File: config.mk
export PLATFORM = sky130hd
export DESIGN_NAME = sensor_record_bit_packer
export DESIGN_NICKNAME = d
export VERILOG_FILES = /design/src/rtl/srbp_pkg.sv /design/src/rtl/sensor_record_bit_packer.sv
export SDC_FILE = /design/constraint.sdc
export NUM_CORES = 1
export LEC_CHECK = 0
export ABC_CLOCK_PERIOD_IN_PS = 22000
export CAP_MARGIN = 20
export CORE_ASPECT_RATIO = 2
export CORE_UTILIZATION = 35
export CTS_BUF_LIST = sky130_fd_sc_hd__clkbuf_8
export DETAILED_ROUTE_END_ITERATION = 6
export DONT_BUFFER_PORTS = 1
export SLEW_MARGIN = 40
export SYNTH_ARGS = -nofsm -noshare
export SYNTH_HDL_FRONTEND = slang
export SYNTH_SLANG_ARGS = --single-unit
File: constraint.sdc
create_clock -name clk -period 22 [get_ports clk]
set_input_delay 1.1 -clock clk [delete_from_list [all_inputs] [get_ports clk]]
set_output_delay 1.1 -clock clk [all_outputs]
set_load 0.1 [all_outputs]
File: src/rtl/srbp_pkg.sv
// ============================================================================
// srbp_pkg - shared definitions for the sensor record bit packer
// Field widths, operation and register codes, reset values and derived sizes.
// ============================================================================
package srbp_pkg;

    // Field widths in the packed stream
    localparam int TEMP_BITS = 12;
    localparam int PRES_BITS = 14;
    localparam int HUM_BITS  = 11;

    localparam logic [15:0] TEMP_MASK = 16'((32'd1 << TEMP_BITS) - 32'd1);
    localparam logic [15:0] PRES_MASK = 16'((32'd1 << PRES_BITS) - 32'd1);
    localparam logic [15:0] HUM_MASK  = 16'((32'd1 << HUM_BITS) - 32'd1);

    // Header byte layout
    localparam logic [7:0] HDR_TEMP   = 8'd128;
    localparam logic [7:0] HDR_PRES   = 8'd64;
    localparam logic [7:0] HDR_HUM    = 8'd32;
    localparam logic [7:0] HDR_UPDATE = 8'd2;

    // Bit accumulator: pending bits, header and all three fields
    localparam int PEND_BITS   = 7;
    localparam int ACC_W       = PEND_BITS + 8 + TEMP_BITS + PRES_BITS + HUM_BITS;
    localparam int N_W         = $clog2(ACC_W + 1);
    localparam int FRAME_BYTES = ACC_W / 8;
    localparam int FRAME_W     = FRAME_BYTES * 8;
    localparam int CNT_W       = $clog2(FRAME_BYTES + 1);

    typedef enum logic [1:0] {
        OP_FULL   = 2'd0,
        OP_UPDATE = 2'd1,
        OP_FLUSH  = 2'd2
    } op_t;

    typedef enum logic [1:0] {
        CFG_TEMP_MIN = 2'd0,
        CFG_PRES_MIN = 2'd1,
        CFG_HUM_MIN  = 2'd2
    } cfg_idx_t;

    localparam logic [15:0] TEMP_MIN_RST = 16'hFE70;   // -400
    localparam logic [15:0] PRES_MIN_RST = 16'd3000;
    localparam logic [15:0] HUM_MIN_RST  = 16'd0;

    typedef struct packed {
        logic        present;
        logic [15:0] val;
    } field_t;

endpackage

File: src/rtl/sensor_record_bit_packer.sv
// ============================================================================
// sensor_record_bit_packer - weather record to MSB-first byte stream
// Scales readings against configured minimums, builds a header and packs
// present fields into a continuous bit stream, one byte per output item.
// ============================================================================
// An item is registered on input; from that register its whole bit string
// (leftover bits, header, present fields) is formed and, once the frame can
// take it, loaded into a byte frame, which shifts out one byte per cycle
// while out_stall is low. A record yields 1 to 6 bytes, a flush 0 or 1, an
// undefined operation none. The input register takes a new item every cycle
// as long as each item yields at most one byte and the output is not
// stalled; otherwise the output frame sets the pace, and an item waits until
// the last byte of the one before is taken. References and leftover bits are
// updated as each item enters the frame, so records follow back to back.
module sensor_record_bit_packer (
    input  logic        clk,
    input  logic        rst_n,
    // configuration
    input  logic        cfg_write,
    input  logic [1:0]  cfg_index,
    input  logic [15:0] cfg_data,
    // input items
    input  logic        in_valid,
    output logic        in_stall,
    input  logic [1:0]  operation,
    input  logic [15:0] temperature_tenths,
    input  logic [15:0] pressure_tenths,
    input  logic [15:0] humidity_tenths,
    // result items
    output logic        out_valid,
    input  logic        out_stall,
    output logic [7:0]  packed_byte,
    output logic        last_byte
);

    // configuration registers
    logic [15:0] temp_min_reg, pres_min_reg, hum_min_reg;

    // input register
    logic        in_vld_reg, in_vld_next;
    logic [1:0]  op_reg;
    logic [15:0] temp_reg, pres_reg, hum_reg;

    // stream state
    logic [srbp_pkg::PEND_BITS-1:0] pend_reg, pend_next;
    logic [2:0]                     pcnt_reg, pcnt_next;
    logic [15:0] ref_t_reg, ref_p_reg, ref_h_reg;
    logic [15:0] ref_t_next, ref_p_next, ref_h_next;

    // output frame
    logic [srbp_pkg::FRAME_W-1:0] frm_data_reg, frm_data_next;
    logic [srbp_pkg::CNT_W-1:0]   frm_cnt_reg, frm_cnt_next;

    // datapath
    logic signed [16:0]         s_t, s_p, s_h;
    srbp_pkg::field_t           f_t, f_p, f_h;
    logic                       is_full;
    logic [7:0]                 header;
    logic [srbp_pkg::ACC_W-1:0] acc, aligned;
    logic [srbp_pkg::N_W-1:0]   n;
    logic [srbp_pkg::CNT_W-1:0] n_bytes;
    logic [2:0]                 rem;
    logic [srbp_pkg::PEND_BITS-1:0] rem_mask;
    logic                       out_fire, load_ok, consume, in_fire;

    function automatic srbp_pkg::field_t field_calc(
        input logic               full,
        input logic signed [16:0] s,
        input logic [15:0]        ref_val,
        input logic [15:0]        mask
    );
        srbp_pkg::field_t   f;
        logic signed [17:0] d;
        d = {s[16], s} - $signed({2'b00, ref_val});
        if (full)
        begin
            f.present = ~s[16];
            f.val     = (s[15:0] > mask) ? mask : s[15:0];
            if (s[16])
            begin
                f.val = 16'd0;
            end
        end
        else
        begin
            f.present = (d != 18'sd0);
            f.val     = d[15:0] & mask;
        end
        return f;
    endfunction

    // ---------------------------------------------------------------- config
    always_ff @(posedge clk or negedge rst_n)
    begin
        if (!rst_n)
        begin
            temp_min_reg <= srbp_pkg::TEMP_MIN_RST;
            pres_min_reg <= srbp_pkg::PRES_MIN_RST;
            hum_min_reg  <= srbp_pkg::HUM_MIN_RST;
        end
        else if (cfg_write)
        begin
            case (cfg_index)
                srbp_pkg::CFG_TEMP_MIN: temp_min_reg <= cfg_data;
                srbp_pkg::CFG_PRES_MIN: pres_min_reg <= cfg_data;
                srbp_pkg::CFG_HUM_MIN:  hum_min_reg  <= cfg_data;
                default:                ;
            endcase
        end
    end

    // -------------------------------------------------------------- datapath
    always_comb
    begin
        is_full = (op_reg == srbp_pkg::OP_FULL);
        s_t = $signed({temp_reg[15], temp_reg}) - $signed({temp_min_reg[15], temp_min_reg});
        s_p = $signed({pres_reg[15], pres_reg}) - $signed({pres_min_reg[15], pres_min_reg});
        s_h = $signed({hum_reg[15], hum_reg}) - $signed({hum_min_reg[15], hum_min_reg});
        f_t = field_calc(is_full, s_t, ref_t_reg, srbp_pkg::TEMP_MASK);
        f_p = field_calc(is_full, s_p, ref_p_reg, srbp_pkg::PRES_MASK);
        f_h = field_calc(is_full, s_h, ref_h_reg, srbp_pkg::HUM_MASK);

        header = (f_t.present ? srbp_pkg::HDR_TEMP : 8'd0)
               | (f_p.present ? srbp_pkg::HDR_PRES : 8'd0)
               | (f_h.present ? srbp_pkg::HDR_HUM  : 8'd0)
               | (is_full ? 8'd0 : srbp_pkg::HDR_UPDATE);

        acc        = srbp_pkg::ACC_W'(pend_reg);
        n          = srbp_pkg::N_W'(pcnt_reg);
        pend_next  = pend_reg;
        pcnt_next  = pcnt_reg;
        ref_t_next = ref_t_reg;
        ref_p_next = ref_p_reg;
        ref_h_next = ref_h_reg;
        n_bytes    = '0;
        rem        = 3'd0;
        rem_mask   = '0;

        case (op_reg)
            srbp_pkg::OP_FULL, srbp_pkg::OP_UPDATE:
            begin
                acc = (acc << 8) | srbp_pkg::ACC_W'(header);
                n   = n + srbp_pkg::N_W'(8);
                if (f_t.present)
                begin
                    acc = (acc << srbp_pkg::TEMP_BITS)
                        | srbp_pkg::ACC_W'(f_t.val[srbp_pkg::TEMP_BITS-1:0]);
                    n   = n + srbp_pkg::N_W'(srbp_pkg::TEMP_BITS);
                end
                if (f_p.present)
                begin
                    acc = (acc << srbp_pkg::PRES_BITS)
                        | srbp_pkg::ACC_W'(f_p.val[srbp_pkg::PRES_BITS-1:0]);
                    n   = n + srbp_pkg::N_W'(srbp_pkg::PRES_BITS);
                end
                if (f_h.present)
                begin
                    acc = (acc << srbp_pkg::HUM_BITS)
                        | srbp_pkg::ACC_W'(f_h.val[srbp_pkg::HUM_BITS-1:0]);
                    n   = n + srbp_pkg::N_W'(srbp_pkg::HUM_BITS);
                end
                n_bytes   = srbp_pkg::CNT_W'(n >> 3);
                rem       = n[2:0];
                rem_mask  = ~({srbp_pkg::PEND_BITS{1'b1}} << rem);
                pend_next = acc[srbp_pkg::PEND_BITS-1:0] & rem_mask;
                pcnt_next = rem;
                if (is_full)
                begin
                    if (f_t.present) ref_t_next = f_t.val;
                    if (f_p.present) ref_p_next = f_p.val;
                    if (f_h.present) ref_h_next = f_h.val;
                end
            end
            srbp_pkg::OP_FLUSH:
            begin
                // leftover bits go out MSB-aligned, zero padded
                n_bytes   = (pcnt_reg != 3'd0) ? srbp_pkg::CNT_W'(1) : '0;
                pend_next = '0;
                pcnt_next = 3'd0;
            end
            default:
            begin
                n_bytes = '0;
            end
        endcase

        aligned = acc << (srbp_pkg::N_W'(srbp_pkg::ACC_W) - n);
    end

    // ------------------------------------------------------------- handshake
    assign out_valid   = (frm_cnt_reg != '0);
    assign packed_byte = frm_data_reg[srbp_pkg::FRAME_W-1 -: 8];
    assign last_byte   = (frm_cnt_reg == srbp_pkg::CNT_W'(1));
    assign out_fire    = out_valid && !out_stall;
    assign load_ok     = (frm_cnt_reg == '0) || (last_byte && !out_stall);
    // items that yield no byte never wait on the frame
    assign consume     = in_vld_reg && (load_ok || (n_bytes == '0));
    assign in_stall    = in_vld_reg && !consume;
    assign in_fire     = in_valid && !in_stall;

    always_comb
    begin
        in_vld_next = in_vld_reg;
        if (in_fire)
        begin
            in_vld_next = 1'b1;
        end
        else if (consume)
        begin
            in_vld_next = 1'b0;
        end

        frm_data_next = frm_data_reg;
        frm_cnt_next  = frm_cnt_reg;
        if (out_fire)
        begin
            frm_data_next = frm_data_reg << 8;
            frm_cnt_next  = frm_cnt_reg - srbp_pkg::CNT_W'(1);
        end
        if (consume && (n_bytes != '0))
        begin
            frm_data_next = aligned[srbp_pkg::ACC_W-1 -: srbp_pkg::FRAME_W];
            frm_cnt_next  = n_bytes;
        end
    end

    // ------------------------------------------------------------- registers
    always_ff @(posedge clk or negedge rst_n)
    begin
        if (!rst_n)
        begin
            in_vld_reg  <= 1'b0;
            frm_cnt_reg <= '0;
            pend_reg    <= '0;
            pcnt_reg    <= 3'd0;
            ref_t_reg   <= 16'd0;
            ref_p_reg   <= 16'd0;
            ref_h_reg   <= 16'd0;
        end
        else
        begin
            in_vld_reg  <= in_vld_next;
            frm_cnt_reg <= frm_cnt_next;
            if (consume)
            begin
                pend_reg  <= pend_next;
                pcnt_reg  <= pcnt_next;
                ref_t_reg <= ref_t_next;
                ref_p_reg <= ref_p_next;
                ref_h_reg <= ref_h_next;
            end
        end
    end

    always_ff @(posedge clk)
    begin
        frm_data_reg <= frm_data_next;
        if (in_fire)
        begin
            op_reg   <= operation;
            temp_reg <= temperature_tenths;
            pres_reg <= pressure_tenths;
            hum_reg  <= humidity_tenths;
        end
    end

    // ------------------------------------------------------------ assertions
    a_frame_bound: assert property (@(posedge clk) disable iff (!rst_n)
        frm_cnt_reg <= srbp_pkg::CNT_W'(srbp_pkg::FRAME_BYTES))
        else $error("frame byte count out of range");

    a_no_overwrite: assert property (@(posedge clk) disable iff (!rst_n)
        (consume && (n_bytes != '0)) |-> (frm_cnt_reg == '0 || (last_byte && !out_stall)))
        else $error("frame loaded while bytes still pending");

    a_flush_clears: assert property (@(posedge clk) disable iff (!rst_n)
        (consume && op_reg == srbp_pkg::OP_FLUSH) |=> (pcnt_reg == 3'd0 && pend_reg == '0))
        else $error("flush left bits pending");

    a_pend_clean: assert property (@(posedge clk) disable iff (!rst_n)
        (pend_reg & ({srbp_pkg::PEND_BITS{1'b1}} << pcnt_reg)) == '0)
        else $error("stale bits above pending count");

endmodule
Yosys cells after proc, flatten, opt, wreduce, memory -nomap -nowiden --
Index checks and enable logic that the tools add are counted.
Cells by class: reduce and logical (&&, ||, !) cells 32, multipliers 0, $lt $le $gt $ge 3, mux-type cells 37, $add $sub $neg 12, equality and inequality tests 5, bitwise gates (word level) 12, divide/modulo/power cells 0, shifts and indexed selects 2
Operators with widths (count):
- 2-to-1 mux 52 bit | 6
- 2-to-1 mux 16 bit | 6
- 2-to-1 mux 48 bit | 2
- nonzero test 18 bit | 3
- subtractor 17 x 17 -> 18 bit | 3
- bitwise OR 52 x 11 -> 52 bit | 1
- bitwise OR 52 x 14 -> 52 bit | 1
- left shift 52 x 6 -> 52 bit | 1
- 2-to-1 mux 17 bit | 3
- subtractor 16 x 16 -> 17 bit | 3
- 2-to-1 mux 6 bit | 8
- 2-to-1 mux 27 bit | 1
- bitwise OR 27 x 12 -> 27 bit | 1
- > comparator 16 x 11 -> 1 bit (second input constant) | 1
- > comparator 16 x 12 -> 1 bit (second input constant) | 1
- > comparator 16 x 14 -> 1 bit (second input constant) | 1
- bitwise OR 15 x 8 -> 15 bit | 1
- one-hot mux 7 bit (2 select lines) | 1
- adder 6 x 4 -> 6 bit (second input constant) | 2
- one-hot mux 3 bit (2 select lines) | 2
- AND reduction 4 bit | 3
- nonzero test 3 bit | 3
- 2-to-1 mux 8 bit | 1
- bitwise OR 8 x 2 -> 8 bit | 1
- 25 further kinds | 47
Storage, ports and cells: memories kept 0, memory bits (writable) 0, memory bits (read-only) 0, input bits 73, logic and storage cells 118, output and inout port bits 11, latch bits 0, register bits 208

Longest topological paths before layout --
Gate-level depths: netlist of run 1.
word-level depth 22, gate-level depth with buffers 34, gate-level depth less buffers 31

Worst setup path before layout of run 1 --
OpenSTA, ideal clock, no wires.
path type flip-flop to flip-flop, start reg temp_min_reg[4], end reg hum_reg[0], enable pin, buffers on the path 2, period minus slack after synthesis 8041 ps, library setup time 413 ps, required time 21587 ps, slack 13959 ps, cell stages (with the launch flop) 30, arrival 7629 ps, cells stage by stage dfstp_2 inv_1 ha_1 and2_1 a221oi_1 a211oi_1 nor3_1 xnor2_1 ha_1 buf_2 a21oi_1 and2_1 nor2_1 a2111o_1 a211oi_1 nand4_1 or2_4 a21oi_4 inv_1 clkbuf_1 fa_1 o211a_1 a21o_1 a221oi_2 o21ai_2 nand2_1 o31ai_4 inv_1 nand2_1 and2_1
On the way: word-level cells in the longest chain between the ends 20, elaborated cells on any way between the ends 21, those cells by class add/sub: 4; mux: 8; bitwise: 1; reduce/logical: 8
RTL lines:
- start, declared | RTL line sensor_record_bit_packer.sv:37 | logic [15:0] temp_min_reg, pres_min_reg, hum_min_reg;
- start signal, assigned | RTL line sensor_record_bit_packer.sv:97 | temp_min_reg <= srbp_pkg::TEMP_MIN_RST;
- start signal, assigned | RTL line sensor_record_bit_packer.sv:104 | srbp_pkg::CFG_TEMP_MIN: temp_min_reg <= cfg_data;
- subtractor 16 x 16 -> 17 bit * | RTL line sensor_record_bit_packer.sv:116 | s_t = $signed({temp_reg[15], temp_reg}) - $signed({temp_min_reg[15], temp_min_reg});
- subtractor 17 x 17 -> 18 bit | RTL line sensor_record_bit_packer.sv:74 | d = {s[16], s} - $signed({2'b00, ref_val});
- nonzero test 18 bit | RTL line sensor_record_bit_packer.sv:86 | f.present = (d != 18'sd0);
- 2-to-1 mux 17 bit * | RTL line sensor_record_bit_packer.sv:75 | if (full)
- 2-to-1 mux 6 bit * | RTL line sensor_record_bit_packer.sv:144 | if (f_t.present)
- 2-to-1 mux 6 bit * | RTL line sensor_record_bit_packer.sv:139 | case (op_reg)
- adder 6 x 4 -> 6 bit | RTL line sensor_record_bit_packer.sv:154 | n = n + srbp_pkg::N_W'(srbp_pkg::PRES_BITS);
- 2-to-1 mux 6 bit * | RTL line sensor_record_bit_packer.sv:150 | if (f_p.present)
- (+5 left out)
- logical NOT 3 bit * | RTL line sensor_record_bit_packer.sv:197 | assign consume = in_vld_reg && (load_ok || (n_bytes == '0));
- logical OR 1 bit * | RTL line sensor_record_bit_packer.sv:197
- logical AND 1 bit * | RTL line sensor_record_bit_packer.sv:197
- logical NOT 1 bit * | RTL line sensor_record_bit_packer.sv:198 | assign in_stall = in_vld_reg && !consume;
- logical AND 1 bit * | RTL line sensor_record_bit_packer.sv:198
- logical NOT 1 bit * | RTL line sensor_record_bit_packer.sv:199 | assign in_fire = in_valid && !in_stall;
- logical AND 1 bit * | RTL line sensor_record_bit_packer.sv:199
- via in_fire | RTL line sensor_record_bit_packer.sv:64 | logic out_fire, load_ok, consume, in_fire;
- end signal, assigned | RTL line sensor_record_bit_packer.sv:263 | hum_reg <= humidity_tenths;
- end, declared | RTL line sensor_record_bit_packer.sv:42 | logic [15:0] temp_reg, pres_reg, hum_reg;
Mark *: on every way through the listed nets, which the timed path passes. The rest lies on a longest branch. The select of a mux whose other input is x is not followed. A chain may end at the register's enable or synchronous reset.

Worst setup path in the final report of run 1 --
start reg temp_min_reg[0], end out in_stall
On the way: word-level cells in the longest chain between the ends 18, elaborated cells on any way between the ends 19, those cells by class add/sub: 4; mux: 8; bitwise: 1; reduce/logical: 6
RTL lines:
- subtractor 16 x 16 -> 17 bit * | RTL line sensor_record_bit_packer.sv:116
- subtractor 17 x 17 -> 18 bit | RTL line sensor_record_bit_packer.sv:74
- nonzero test 18 bit | RTL line sensor_record_bit_packer.sv:86
- 2-to-1 mux 17 bit * | RTL line sensor_record_bit_packer.sv:75
- 2-to-1 mux 6 bit * | RTL line sensor_record_bit_packer.sv:144
- 2-to-1 mux 6 bit * | RTL line sensor_record_bit_packer.sv:139
- adder 6 x 4 -> 6 bit | RTL line sensor_record_bit_packer.sv:154
- 2-to-1 mux 6 bit * | RTL line sensor_record_bit_packer.sv:150
- (+2 left out)
- 2-to-1 mux 6 bit * | RTL line sensor_record_bit_packer.sv:156 | if (f_h.present)
- 2-to-1 mux 6 bit * | RTL line sensor_record_bit_packer.sv:139
- one-hot mux 3 bit (2 select lines) * | RTL line sensor_record_bit_packer.sv:139
- logical NOT 3 bit * | RTL line sensor_record_bit_packer.sv:197
- logical OR 1 bit * | RTL line sensor_record_bit_packer.sv:197
- logical AND 1 bit * | RTL line sensor_record_bit_packer.sv:197
- logical NOT 1 bit * | RTL line sensor_record_bit_packer.sv:198
- logical AND 1 bit * | RTL line sensor_record_bit_packer.sv:198
- end, declared | RTL line sensor_record_bit_packer.sv:24 | output logic in_stall,
Every way passes the cells marked *; elsewhere a longest branch is shown, timed or not. The select of a mux whose other input is x is not followed.

==> results of run 1 <==
==> worst paths after layout <==
| check | start | to |
|---|---|---|
| max in group asynchronous | rst_n | temp_min_reg[10] |
| worst max register to register | hum_reg[0] | frm_data_reg[45] |
| worst max-delay path | temp_min_reg[0] | in_stall |
| worst min-delay path | rst_n | ref_h_reg[14] |
| worst min register to register | ref_h_reg[3] | ref_h_reg[3] |
| min in group clk | ref_h_reg[3] | ref_h_reg[3] |
==> final cells by class <==
cell class	count	area, um^2	area share [%]
repair buffers	51	538	2.55
multi-input cells	1800	12700	60.0
clock buffers	38	523	2.48
clock inverters	24	201	0.955
well taps	738	923	4.38
inverters	138	518	2.46
diodes	8	20.0	0.0949
flip-flops and latches	208	5720	27.1
==> synthesized netlist by cell type, types with 15 or more instances <==
cell | instances | area share, %
sky130_fd_sc_hd__xnor2_1 | 31 | 1.4
sky130_fd_sc_hd__o22ai_1 | 17 | 0.55
sky130_fd_sc_hd__o211ai_1 | 51 | 2.0
sky130_fd_sc_hd__a211oi_1 | 45 | 1.7
sky130_fd_sc_hd__inv_1 | 136 | 2.6
sky130_fd_sc_hd__nand2_1 | 171 | 3.3
sky130_fd_sc_hd__clkbuf_1 | 86 | 1.7
sky130_fd_sc_hd__a31oi_1 | 18 | 0.58
sky130_fd_sc_hd__nand2b_1 | 24 | 0.77
sky130_fd_sc_hd__mux2_2 | 51 | 3.0
sky130_fd_sc_hd__buf_2 | 31 | 0.80
sky130_fd_sc_hd__or3_1 | 15 | 0.48
sky130_fd_sc_hd__dfrtp_1 | 93 | 12
sky130_fd_sc_hd__a22oi_1 | 15 | 0.58
sky130_fd_sc_hd__dfstp_2 | 17 | 2.3
sky130_fd_sc_hd__nand4_1 | 17 | 0.55
sky130_fd_sc_hd__nor2_1 | 163 | 3.2
sky130_fd_sc_hd__ha_1 | 104 | 6.7
sky130_fd_sc_hd__and3_1 | 25 | 0.81
sky130_fd_sc_hd__a21oi_1 | 183 | 4.7
sky130_fd_sc_hd__nor3_1 | 75 | 1.9
sky130_fd_sc_hd__a22o_1 | 15 | 0.68
sky130_fd_sc_hd__edfxtp_1 | 98 | 15
sky130_fd_sc_hd__a211o_1 | 16 | 0.72
sky130_fd_sc_hd__a21o_1 | 47 | 1.8
sky130_fd_sc_hd__xor2_1 | 26 | 1.2
sky130_fd_sc_hd__mux2i_1 | 26 | 1.3
sky130_fd_sc_hd__and2_1 | 33 | 1.1
sky130_fd_sc_hd__o21a_1 | 33 | 1.3
sky130_fd_sc_hd__o21ai_0 | 156 | 4.0
sky130_fd_sc_hd__o31ai_1 | 31 | 1.2
sky130_fd_sc_hd__nand3_1 | 64 | 1.6
==> metrics by stage <==
step           setup slack [ns]  hold slack, ns  instance area [um^2]  utilization, %
2_1_floorplan             13.96           0.450                 19400               -
3_3_place_gp              12.48           0.466                 20000            36.6
3_5_place_dp              12.36           0.471                 20300            37.2
4_1_cts                   12.07           0.159                 21000            38.5
5_1_grt                   11.41           0.157                 21100            38.6
6_report                  12.01           0.176                 21100            38.6
==> worst register-to-register path: cells and delay by family (launching register included) <==
kind | cells | cell delay (ns)
AND/OR/NAND/NOR | 6 | 2.65
XOR/XNOR | 1 | 0.21
multiplexers | 1 | 0.39
adder cells (fa/ha/maj) | 4 | 1.30
flip-flops | 1 | 0.36
buffers and inverters | 6 | 1.60
AO/OA/AOI/OAI | 12 | 2.81
==> routing by layer <==
metal  vias to the layer above  global-route usage, %  part of all wire (%)
met5                         -                      0                 0.015
met4                         2                   24.9                    10
met3                       365                   5.35                   6.1
met2                       902                   51.7                    52
met1                      9040                   25.4                    32
li1                       8613                      -                     -
==> cells by family (layout without fill, tap and decap cells) <==
logic type               count (synthesis)  count (layout)
AO/OA/AOI/OAI                          858             858
AND/OR/NAND/NOR                        678             678
buffers and inverters                  281             251
flip-flops                             208             208
adder cells (fa/ha/maj)                111             111
multiplexers                            91              91
XOR/XNOR                                62              62
other                                    0               8
==> run summary, run 1 <==
The run finished, with violations left. The final reports fail on DRC. In the final routed layout, each cell accounts on average for 26.0 um. TritonCTS built the clock tree.

Relative to the synthesized area, the layout overhead comes to 8.64%. The die outline height works out to 335 um. The cell with the largest stage delay on the worst path was sky130_fd_sc_hd__fa_1.

The first global-routing pass estimated 117000 um of wire. The H-tree generated during clock tree synthesis spans 2 levels. The post-synthesis adder-cell area fraction was 7.42%. The cell family contributing the most delay on the critical path was compound AO/OA/AOI/OAI gates. The number of warnings issued by yosys was 0; the hold violation count in the final report was 0. The detail-routed via count per cell was 6.30. The headroom to the max-slew limit was 35.1%; the total count of max-transition violations in the final report was 0. The total overflow left after global routing is 0. The number of iterations in the first detailed-routing pass came out at 7. The summed instance area of the synthesized netlist is 0.0194 mm^2, and the cell count of the worst reg-to-reg path is 30.

The number of inserted filler cells in the final layout is 5548, and the simple-gate share of the synthesized area is 17.3%. Buffers inserted during clock tree synthesis total 35. The final layout contains 2418 nets. The share of synthesized area occupied by flip-flops and latches is 29.4%.

The distinct cell type count of the synthesized netlist came out at 112. Across the run, the number of max-cap violations was 0. The initial utilization of the core area, before any placement, comes to 35.5%. The overall die width is 169 um. Leading cell type in the layout, fill and taps excluded: sky130_fd_sc_hd__a21oi_1. The number of setup buffers added after CTS is 0. Core box area: 0.0547 mm^2. By startpoint and endpoint, the worst setup path is classified as flop to output port. For the final database, setup skew stands at 0.0371 ns. Counting along the longest clock path gives a buffer depth of 3. The iteration-0 DRC count of the detailed router was 1308; the final wirelength was 78200 um. At the worst endpoint, the required time is 20.90 ns. The root cell of the clock tree is sky130_fd_sc_hd__clkbuf_8. Pin placement for this block handled 84 I/O pins. The logs give 2934 for the cell count after placement and 2473 for the synthesized netlist net count. The register with the most flip-flops in the layout has 48 of them. Setup repair after global routing left no endpoint under its margin.

The number of enable-type register cells in the synthesized netlist was 98; the fraction of synthesis flops using an asynchronous set or reset pin was 52.9%. Cells with a size suffix above 1 make up 11.8% of the layout. The kind of launch point of the worst setup path is a flop.

The floorplan has 121 rows. The synthesized instance count is 2289. Mean cell area of the mapped netlist: 8.48 um^2. The initial antenna violation count was 3; the compound-gate portion of the synthesized area was 30.9%. The instance count on the critical path is 27, and the sum of negative setup slack is 0 ns. Entering global routing, the biggest net connects 111 pins. Post-cts sizing count: 0. By area, the combinational part of the netlist is dominated by compound AO/OA/AOI/OAI gates. Routability-driven placement finished with a final weighted congestion of 1.06. Count of input and output buffers: 0. Setup violations remaining at the end of the flow were counted as 0.

Detailed placement finished with a half-perimeter wire length of 59500 um. The top cell types in the final layout, fill and taps aside, are sky130_fd_sc_hd__a21oi_1 (183), sky130_fd_sc_hd__nand2_1 (171), sky130_fd_sc_hd__nor2_1 (161), sky130_fd_sc_hd__o21ai_0 (155), sky130_fd_sc_hd__inv_1 (146). In the routed design, unresolved DRC markers number 5.

The measured slew at the worst slew-check pin was 0.974 ns; the clock-pin slew reported for the worst setup and hold paths after clock tree synthesis was 0.07 ns. In this run the remaining antenna-violating nets after routing total 0. Die footprint: 0.0565 mm^2. The number of sinks handled by clock tree synthesis was 208. The worst setup path is captured at an output port.

The sum of buffers and inverters on the critical path was 4; the number of buffers inserted by hold repair at cts was 0. The largest fanout on the critical path is 17. For this run, the total global-route usage over all layers was measured as 27.8%.

Share of cell area taken by muxes after synthesis: 5.82%. The via count of the first global-routing pass came out at 19000. Dominant register cell in the synthesized netlist: sky130_fd_sc_hd__edfxtp_1. The xor/xnor share of the synthesized area works out to 3.05%. For the count of non-filler cells in the finished layout, the log shows 3005. After layout, the minimum clock period comes to 9.99 ns. The setup check on the worst reg-to-reg path leaves a slack of 12.41 ns. The total number of vias is 18900, and the delay contributed by the slowest stage of the critical path is 0.53 ns. The insertion delay to the later sink of the worst-skew pair came out at 0.62 ns.

Data on the critical path arrives at its endpoint at 8.89 ns. In this run the worst hold path is classified as primary input to asynchronous set/reset pin. The final critical path takes up 45.4% of the cycle. The number of synthesized register bits works out to 208.

Based on the critical path, the design can be clocked at up to 100 MHz.
Power of run 1 is not shown: default switching activity piles up to over one toggle a cycle in this logic, so the estimate is an artifact.
==> run 2: changes to the inputs <==
--- a/config.mk
+++ b/config.mk
@@ -5,7 +5,7 @@
 export SDC_FILE = /design/constraint.sdc
 export NUM_CORES = 1
 export LEC_CHECK = 0
-export ABC_CLOCK_PERIOD_IN_PS = 22000
+export ABC_CLOCK_PERIOD_IN_PS = 8400
 export CAP_MARGIN = 20
 export CORE_ASPECT_RATIO = 2
 export CORE_UTILIZATION = 35
==> constraint.sdc (replaced) <==
create_clock -name clk -period 8.4 [get_ports clk]
set_input_delay 0.42 -clock clk [delete_from_list [all_inputs] [get_ports clk]]
set_output_delay 0.42 -clock clk [all_outputs]
set_load 0.1 [all_outputs]
==> run summary, run 2 (synthesis results as in run 1) <==
The data required time at the worst endpoint is 7.98 ns (was 20.90 ns), and the hold violation count in the final report is 0 (unchanged). After layout, the worst path uses 96.4% of the clock period. The global-route met3 utilization came out at 4.41% (was 5.35%). The tools report the number of H-tree branching levels as 2 (unchanged). The tools report the number of sinks handled by clock tree synthesis as 208 (unchanged).

The met1 track demand over resource came out at 25.4% (about the same). The number of inserted filler cells in the final layout was 5462 (was 5548). The delay contributed by the slowest stage of the critical path is 0.47 ns (was 0.53 ns), and the number of flip-flops in the largest register is 48 (unchanged). The logs give 1.04 (was 1.06) for the final estimated routing congestion in global placement and 61100 um (was 59500 um) for the estimated wirelength of the detail-placed design. The largest fanout on the critical path is 7 (was 17). The logs give 0 (unchanged) for the number of failing setup endpoints in the final timing report and 0.0418 ns (was 0.0371 ns) for the worst clock skew. The final routed DRC violation total came out at 1 (was 5). The die outline height was 335 um (unchanged); the layout-stage area growth over the synthesis result was 14.9% (was 8.64%).

The global route total overflow was 0 (unchanged); the maximum clock frequency was 123 MHz. The remaining number of nets flagged by the antenna check after routing was 0 (unchanged); the total count of max-transition violations in the final report was 0 (unchanged). Number of placement rows: 121 (unchanged). The die footprint is 0.0565 mm^2 (unchanged), and the clock-pin slew reported for the worst setup and hold paths after clock tree synthesis is 0.06 ns (was 0.07 ns).

The total number of vias was 19500 (was 18900). The kind of launch point of the worst setup path is a flop (unchanged). Most frequent cells in the layout: sky130_fd_sc_hd__a21oi_1 (179), sky130_fd_sc_hd__nand2_1 (170), sky130_fd_sc_hd__nor2_1 (160), sky130_fd_sc_hd__o21ai_0 (154), sky130_fd_sc_hd__inv_1 (148) (was sky130_fd_sc_hd__a21oi_1 (183), sky130_fd_sc_hd__nand2_1 (171), sky130_fd_sc_hd__nor2_1 (161), sky130_fd_sc_hd__o21ai_0 (155), sky130_fd_sc_hd__inv_1 (146)). The final wirelength is 79400 um (was 78200 um).

Class of the tightest hold or removal check: primary input to flop (was primary input to asynchronous set/reset pin). The logs give 0 (unchanged) for the number of maximum-capacitance violations and 52.6% (was 51.7%) for the met2 usage. The logs give 0.299 ns (was 12.01 ns) for the worst-case setup margin in the final layout and 1498 (was 1308) for the iteration-0 DRC count of the detailed router. The starting utilization of the core area was 35.5% (unchanged); the initial antenna violation count was 1 (was 3).

The largest net degree at the start of global routing is 111 (unchanged), and the detail-routed via count per cell is 6.20 (was 6.30). The TritonCTS buffer count was 36 (was 35). For the total global-route track usage, the log shows 28.2% (was 27.8%). The setup slack on the worst flop-to-flop path is 0.45 ns (was 12.41 ns), and the number of nets in the layout is 2555 (was 2418). For the global-route wire length before repair, the log shows 119000 um (was 117000 um). The cell count after placement is 3000 (was 2934).

The highest-utilization routing layer at the global route stage is met2 (unchanged). The overall die width was 169 um (unchanged); the count of input and output buffers was 0 (unchanged). The fraction of layout cells with a size suffix above 1 came out at 14.3% (was 11.8%). The headroom to the max-slew limit was 39.7% (was 35.1%). The run finished, with violations left. The path type of the worst setup path is flop to output port (unchanged). Setup repair after global routing left no endpoint under its margin.

Mean routed wirelength per cell: 25.3 um (was 26.0 um). The number of buffers on the longest clock path is 3 (unchanged). The sum of negative setup slack came out at 0 ns (unchanged). The core box area is 0.0547 mm^2 (unchanged). For the finished layout, the period the worst path requires is 8.10 ns. The logs give 0.63 ns (was 0.62 ns) for the insertion delay to the later sink of the worst-skew pair and 19800 (was 19000) for the via count of the first global-routing pass.

The logs give 0.318 ns (was 12.36 ns) for the placement-stage worst setup slack and 3136 (was 3005) for the count of non-filler cells in the finished layout. TritonCTS built the clock tree. The nature of the critical path endpoint is an output port (unchanged). Violated checks: DRC (unchanged). The root cell of the clock tree was sky130_fd_sc_hd__clkbuf_8 (unchanged).

The tools report the critical path arrival as 7.68 ns (was 8.89 ns). Cell with the largest stage delay on the worst path: sky130_fd_sc_hd__fa_1 (unchanged). The measured slew at the worst slew-check pin was 0.904 ns (was 0.974 ns).

The leading cell type in the layout, fill and taps excluded was sky130_fd_sc_hd__a21oi_1 (unchanged). The tools report the number of iterations in the first detailed-routing pass as 7 (unchanged). For the count of pins on the block boundary, the log shows 84 (unchanged).
run 2: area by class of cell:
type | instances | area (um^2) | area share [%]
Multi-Input combinational cell | 1800 | 12700 | 56.7
Sequential cell | 208 | 5720 | 25.6
Antenna cell | 2 | 5.00 | 0.0224
Inverter | 138 | 522 | 2.34
Clock buffer | 40 | 551 | 2.47
Timing Repair Buffer | 187 | 1830 | 8.19
Tap cell | 738 | 923 | 4.14
Clock inverter | 23 | 110 | 0.493
run 2: timing repair:
action	4_1_cts	5_1_grt
hold buffers	69	0
endpoints found under the setup margin	0	31
gates resized for setup	0	14
setup buffers	0	1
hold endpoints to repair	209	0
run 2: final timing paths:
| path | depth (start not counted) | startpoint | to |
|---|---|---|---|
| worst max-delay path | 29 | temp_min_reg[0] | in_stall |
| worst min-delay path | 2 | out_stall | frm_cnt_reg[1] |
| worst max register to register | 28 | temp_min_reg[0] | frm_data_reg[41] |
| worst min register to register | 2 | ref_p_reg[4] | ref_p_reg[4] |
| max in group asynchronous | 2 | rst_n | ref_t_reg[3] |
| min in group asynchronous | 2 | rst_n | ref_h_reg[7] |
run 2: stage by stage:
stage	cell area, um^2	hold WS, ns	util, %
after floorplan	19400	0.124	-
after global placement	20600	0.129	37.7
after detailed placement	20800	0.129	38.1
after CTS	22200	0.0544	40.6
after global routing	22300	0.0922	40.8
final	22300	0.0685	40.8
run 2: worst max-delay path, delay by kind of cell (launching register included):
family	cells	cell delay (ns)
AOI/OAI and AO/OA	11	2.42
xor gates and xnor gates	1	0.32
adders and majority gates	4	1.49
buffers and inverters	6	0.90
DFF	1	0.38
and+or+nand+nor	7	1.57
run 2: metal layers:
layer | vias up | share of wire [%] | wire, um
met2 | 856 | 52 | 41400
met4 | 0 | 11 | 9030
met5 | - | 0 | 0
met1 | 9316 | 31 | 24800
met3 | 404 | 5.1 | 4070
li1 | 8879 | - | -
Power of run 2 is left out for the same reason.
==> run 3: changes to the inputs <==
--- a/config.mk
+++ b/config.mk
@@ -12,6 +12,7 @@
 export CTS_BUF_LIST = sky130_fd_sc_hd__clkbuf_8
 export DETAILED_ROUTE_END_ITERATION = 6
 export DONT_BUFFER_PORTS = 1
+export MAX_ROUTING_LAYER = met4
 export SLEW_MARGIN = 40
 export SYNTH_ARGS = -nofsm -noshare
 export SYNTH_HDL_FRONTEND = slang
==> run summary, run 3 (synthesis results as in run 1) <==
The run finished with clean final reports. The final standard cell area without fillers is 0.0222 mm^2 (was 0.0223 mm^2). Class of the tightest hold or removal check: primary input to flop (unchanged). The measured slew at the worst slew-check pin works out to 0.823 ns (was 0.904 ns).

The core box area is 0.0547 mm^2 (unchanged), and the remaining number of nets flagged by the antenna check after routing is 0 (unchanged). For the worst clock skew, the log shows 0.0387 ns (was 0.0418 ns). TritonCTS built the clock tree. The largest net degree at the start of global routing came out at 111 (unchanged).

The total count of max-transition violations in the final report is 0 (unchanged). The root cell of the clock tree was sky130_fd_sc_hd__clkbuf_8 (unchanged). In this design, the critical path's most frequently occurring cell is sky130_fd_sc_hd__inv_1.

Number of cells traversed by the worst hold path: 2 (unchanged). The global-route wire length before repair came out at 117000 um (was 119000 um). The post-route fraction of the period consumed by the critical path is 96.1% (was 96.4%). The tools report the termination of the worst setup path as in_stall (unchanged). The total global-route track usage is 28.7% (was 28.2%). The die footprint was 0.0565 mm^2 (unchanged). The delay contributed by the slowest stage of the critical path is 0.52 ns (was 0.47 ns), and the initial antenna violation count is 2 (was 1). The worst hold-check slack is 0.105 ns (was 0.0685 ns).

The TritonCTS buffer count was 35 (was 36); the mean routed wirelength per cell was 25.2 um (was 25.3 um). The cell count of the worst reg-to-reg path works out to 28 (unchanged). Number of nets in the layout: 2544 (was 2555). The tools report the total area of sequential cells as 0.00572 mm^2 (unchanged). Starting utilization of the core area: 35.5% (unchanged). The logs give 0 (unchanged) for the number of maximum-capacitance violations and 0.0207 mm^2 (was 0.0208 mm^2) for the placed instance area.

For the headroom to the max-slew limit, the log shows 44.5% (was 39.7%). The kind of launch point of the worst setup path is a flop (unchanged). The launching element of the worst setup path was temp_min_reg[4] (was temp_min_reg[0]). The logs give 0 (was 1) for the final routed DRC violation total and 61100 um (about the same) for the estimated wirelength of the detail-placed design. The logs give 19300 (was 19500) for the total number of vias and 7.98 ns (about the same) for the data required time at the worst endpoint. The largest fanout on the critical path is 9 (was 7), and the final wirelength is 78800 um (was 79400 um). For the number of H-tree branching levels, the log shows 2 (unchanged). Capture point of the worst reg-to-reg path: frm_data_reg[30] (was frm_data_reg[41]).

The cell with the largest stage delay on the worst path is sky130_fd_sc_hd__dfstp_2 (was sky130_fd_sc_hd__fa_1). The area of the multi-input gates was 0.0126 mm^2 (was 0.0127 mm^2); the hold violation count in the final report was 0 (unchanged). The maximum clock frequency is 124 MHz (was 123 MHz), and the final estimated routing congestion in global placement is 1.06 (was 1.04). The path type of the worst setup path is flop to output port (unchanged). The fraction of layout cells with a size suffix above 1 works out to 13.4% (was 14.3%). The clock-pin slew reported for the worst setup and hold paths after clock tree synthesis was 0.07 ns (was 0.06 ns); the number of iterations in the first detailed-routing pass was 6 (was 7). The number of sinks handled by clock tree synthesis is 208 (unchanged), and the sum of negative setup slack is 0 ns (unchanged). The overall die width works out to 169 um (unchanged).

Reg-to-reg startpoint: temp_min_reg[4] (was temp_min_reg[0]). The leading cell type in the layout, fill and taps excluded was sky130_fd_sc_hd__a21oi_1 (unchanged). The layout-stage area growth over the synthesis result came out at 14.5% (was 14.9%). The setup slack on the worst flop-to-flop path is 0.36 ns (was 0.45 ns). The number of flip-flops in the largest register came out at 48 (unchanged). Nature of the critical path endpoint: an output port (unchanged). The number of buffers on the longest clock path was 3 (unchanged).

Detail-routed via count per cell: 6.16 (was 6.20). The tools report the global route total overflow as 0 (unchanged). Setup repair after global routing left no endpoint under its margin. The number of inserted filler cells in the final layout was 5510 (was 5462); the insertion delay to the later sink of the worst-skew pair was 0.60 ns (was 0.63 ns). The count of pins on the block boundary was 84 (unchanged); the sum of buffers and inverters on the critical path was 6 (unchanged). The iteration-0 DRC count of the detailed router is 1467 (was 1498). The die outline height is 335 um (unchanged). Most frequent cells in the layout: sky130_fd_sc_hd__a21oi_1 (182), sky130_fd_sc_hd__nand2_1 (170), sky130_fd_sc_hd__nor2_1 (162), sky130_fd_sc_hd__o21ai_0 (154), sky130_fd_sc_hd__inv_1 (147) (was sky130_fd_sc_hd__a21oi_1 (179), sky130_fd_sc_hd__nand2_1 (170), sky130_fd_sc_hd__nor2_1 (160), sky130_fd_sc_hd__o21ai_0 (154), sky130_fd_sc_hd__inv_1 (148)). The final critical path time including I/O delays and setup works out to 8.08 ns (was 8.10 ns). The instance count on the critical path is 28 (was 29).

For the number of placement rows, the log shows 121 (unchanged). The tools report the via count of the first global-routing pass as 19400 (was 19800). The cell family contributing the most delay on the critical path was compound AO/OA/AOI/OAI gates (unchanged). The count of input and output buffers was 0 (unchanged). The logs give 7.66 ns (was 7.68 ns) for the critical path arrival and 0 (unchanged) for the number of failing setup endpoints in the final timing report.
-- run 3: cell types whose count changed in the layout (fill, tap and decap cells not counted), moves of 2 or more --
cell                        before  now
sky130_fd_sc_hd__o31ai_2         2    0
sky130_fd_sc_hd__clkinv_2        5    7
sky130_fd_sc_hd__buf_4         101   90
sky130_fd_sc_hd__clkbuf_8       40   35
sky130_fd_sc_hd__bufinv_16       0    4
sky130_fd_sc_hd__clkinv_1        2    4
sky130_fd_sc_hd__a21oi_2         5    2
sky130_fd_sc_hd__a21oi_1       179  182
sky130_fd_sc_hd__nor2_1        160  162
sky130_fd_sc_hd__nor2_2          6    4
sky130_fd_sc_hd__o31ai_1        29   31
-- run 3: through the flow --
| step | setup slack [ns] | cells | util (%) |
|---|---|---|---|
| floorplan | 0.359 | 2289 | - |
| global placement | 0.437 | 2978 | 37.5 |
| detailed placement | 0.380 | 2988 | 37.9 |
| CTS | 0.282 | 3119 | 40.5 |
| global route | 0.0265 | 3125 | 40.7 |
| finish | 0.325 | 3125 | 40.7 |
-- run 3: repair_timing --
action / in CTS / in global routing
endpoints found under the setup margin: 0 / 27
endpoints found under the hold margin: 209 / 0
buffers inserted: 0 / 2
gates resized for setup: 0 / 7
hold buffers: 69 / 0
-- run 3: area by class of cell --
class | count | share of cell area (%)
Sequential cell | 208 | 25.7
Multi-Input combinational cell | 1800 | 56.7
Timing Repair Buffer | 177 | 7.87
Clock inverter | 27 | 1.00
Antenna cell | 2 | 0.0225
Inverter | 138 | 2.33
Clock buffer | 35 | 2.17
Tap cell | 738 | 4.15
-- run 3: how the worst min path moves through the flow --
stage	startpoint	end	slack, ns
after floorplan	rst_n	frm_cnt_reg[0]	0.12
after global placement	rst_n	hum_min_reg[14]	0.13
after detailed placement	rst_n	ref_h_reg[13]	0.13
after CTS	out_stall	frm_cnt_reg[1]	0.09
after global routing	out_stall	frm_cnt_reg[1]	0.11
final	out_stall	frm_cnt_reg[1]	0.10
-- run 3: routing by layer --
layer / global-route usage (%) / vias up / wire, um
li1: - / 8865 / -
met1: 24.6 / 9180 / 24900
met3: 3.89 / 359 / 3860
met4: 25.8 / 0 / 8060
met5: - / - / 0
met2: 53.5 / 859 / 42000
Power of run 3 is left out for the same reason.
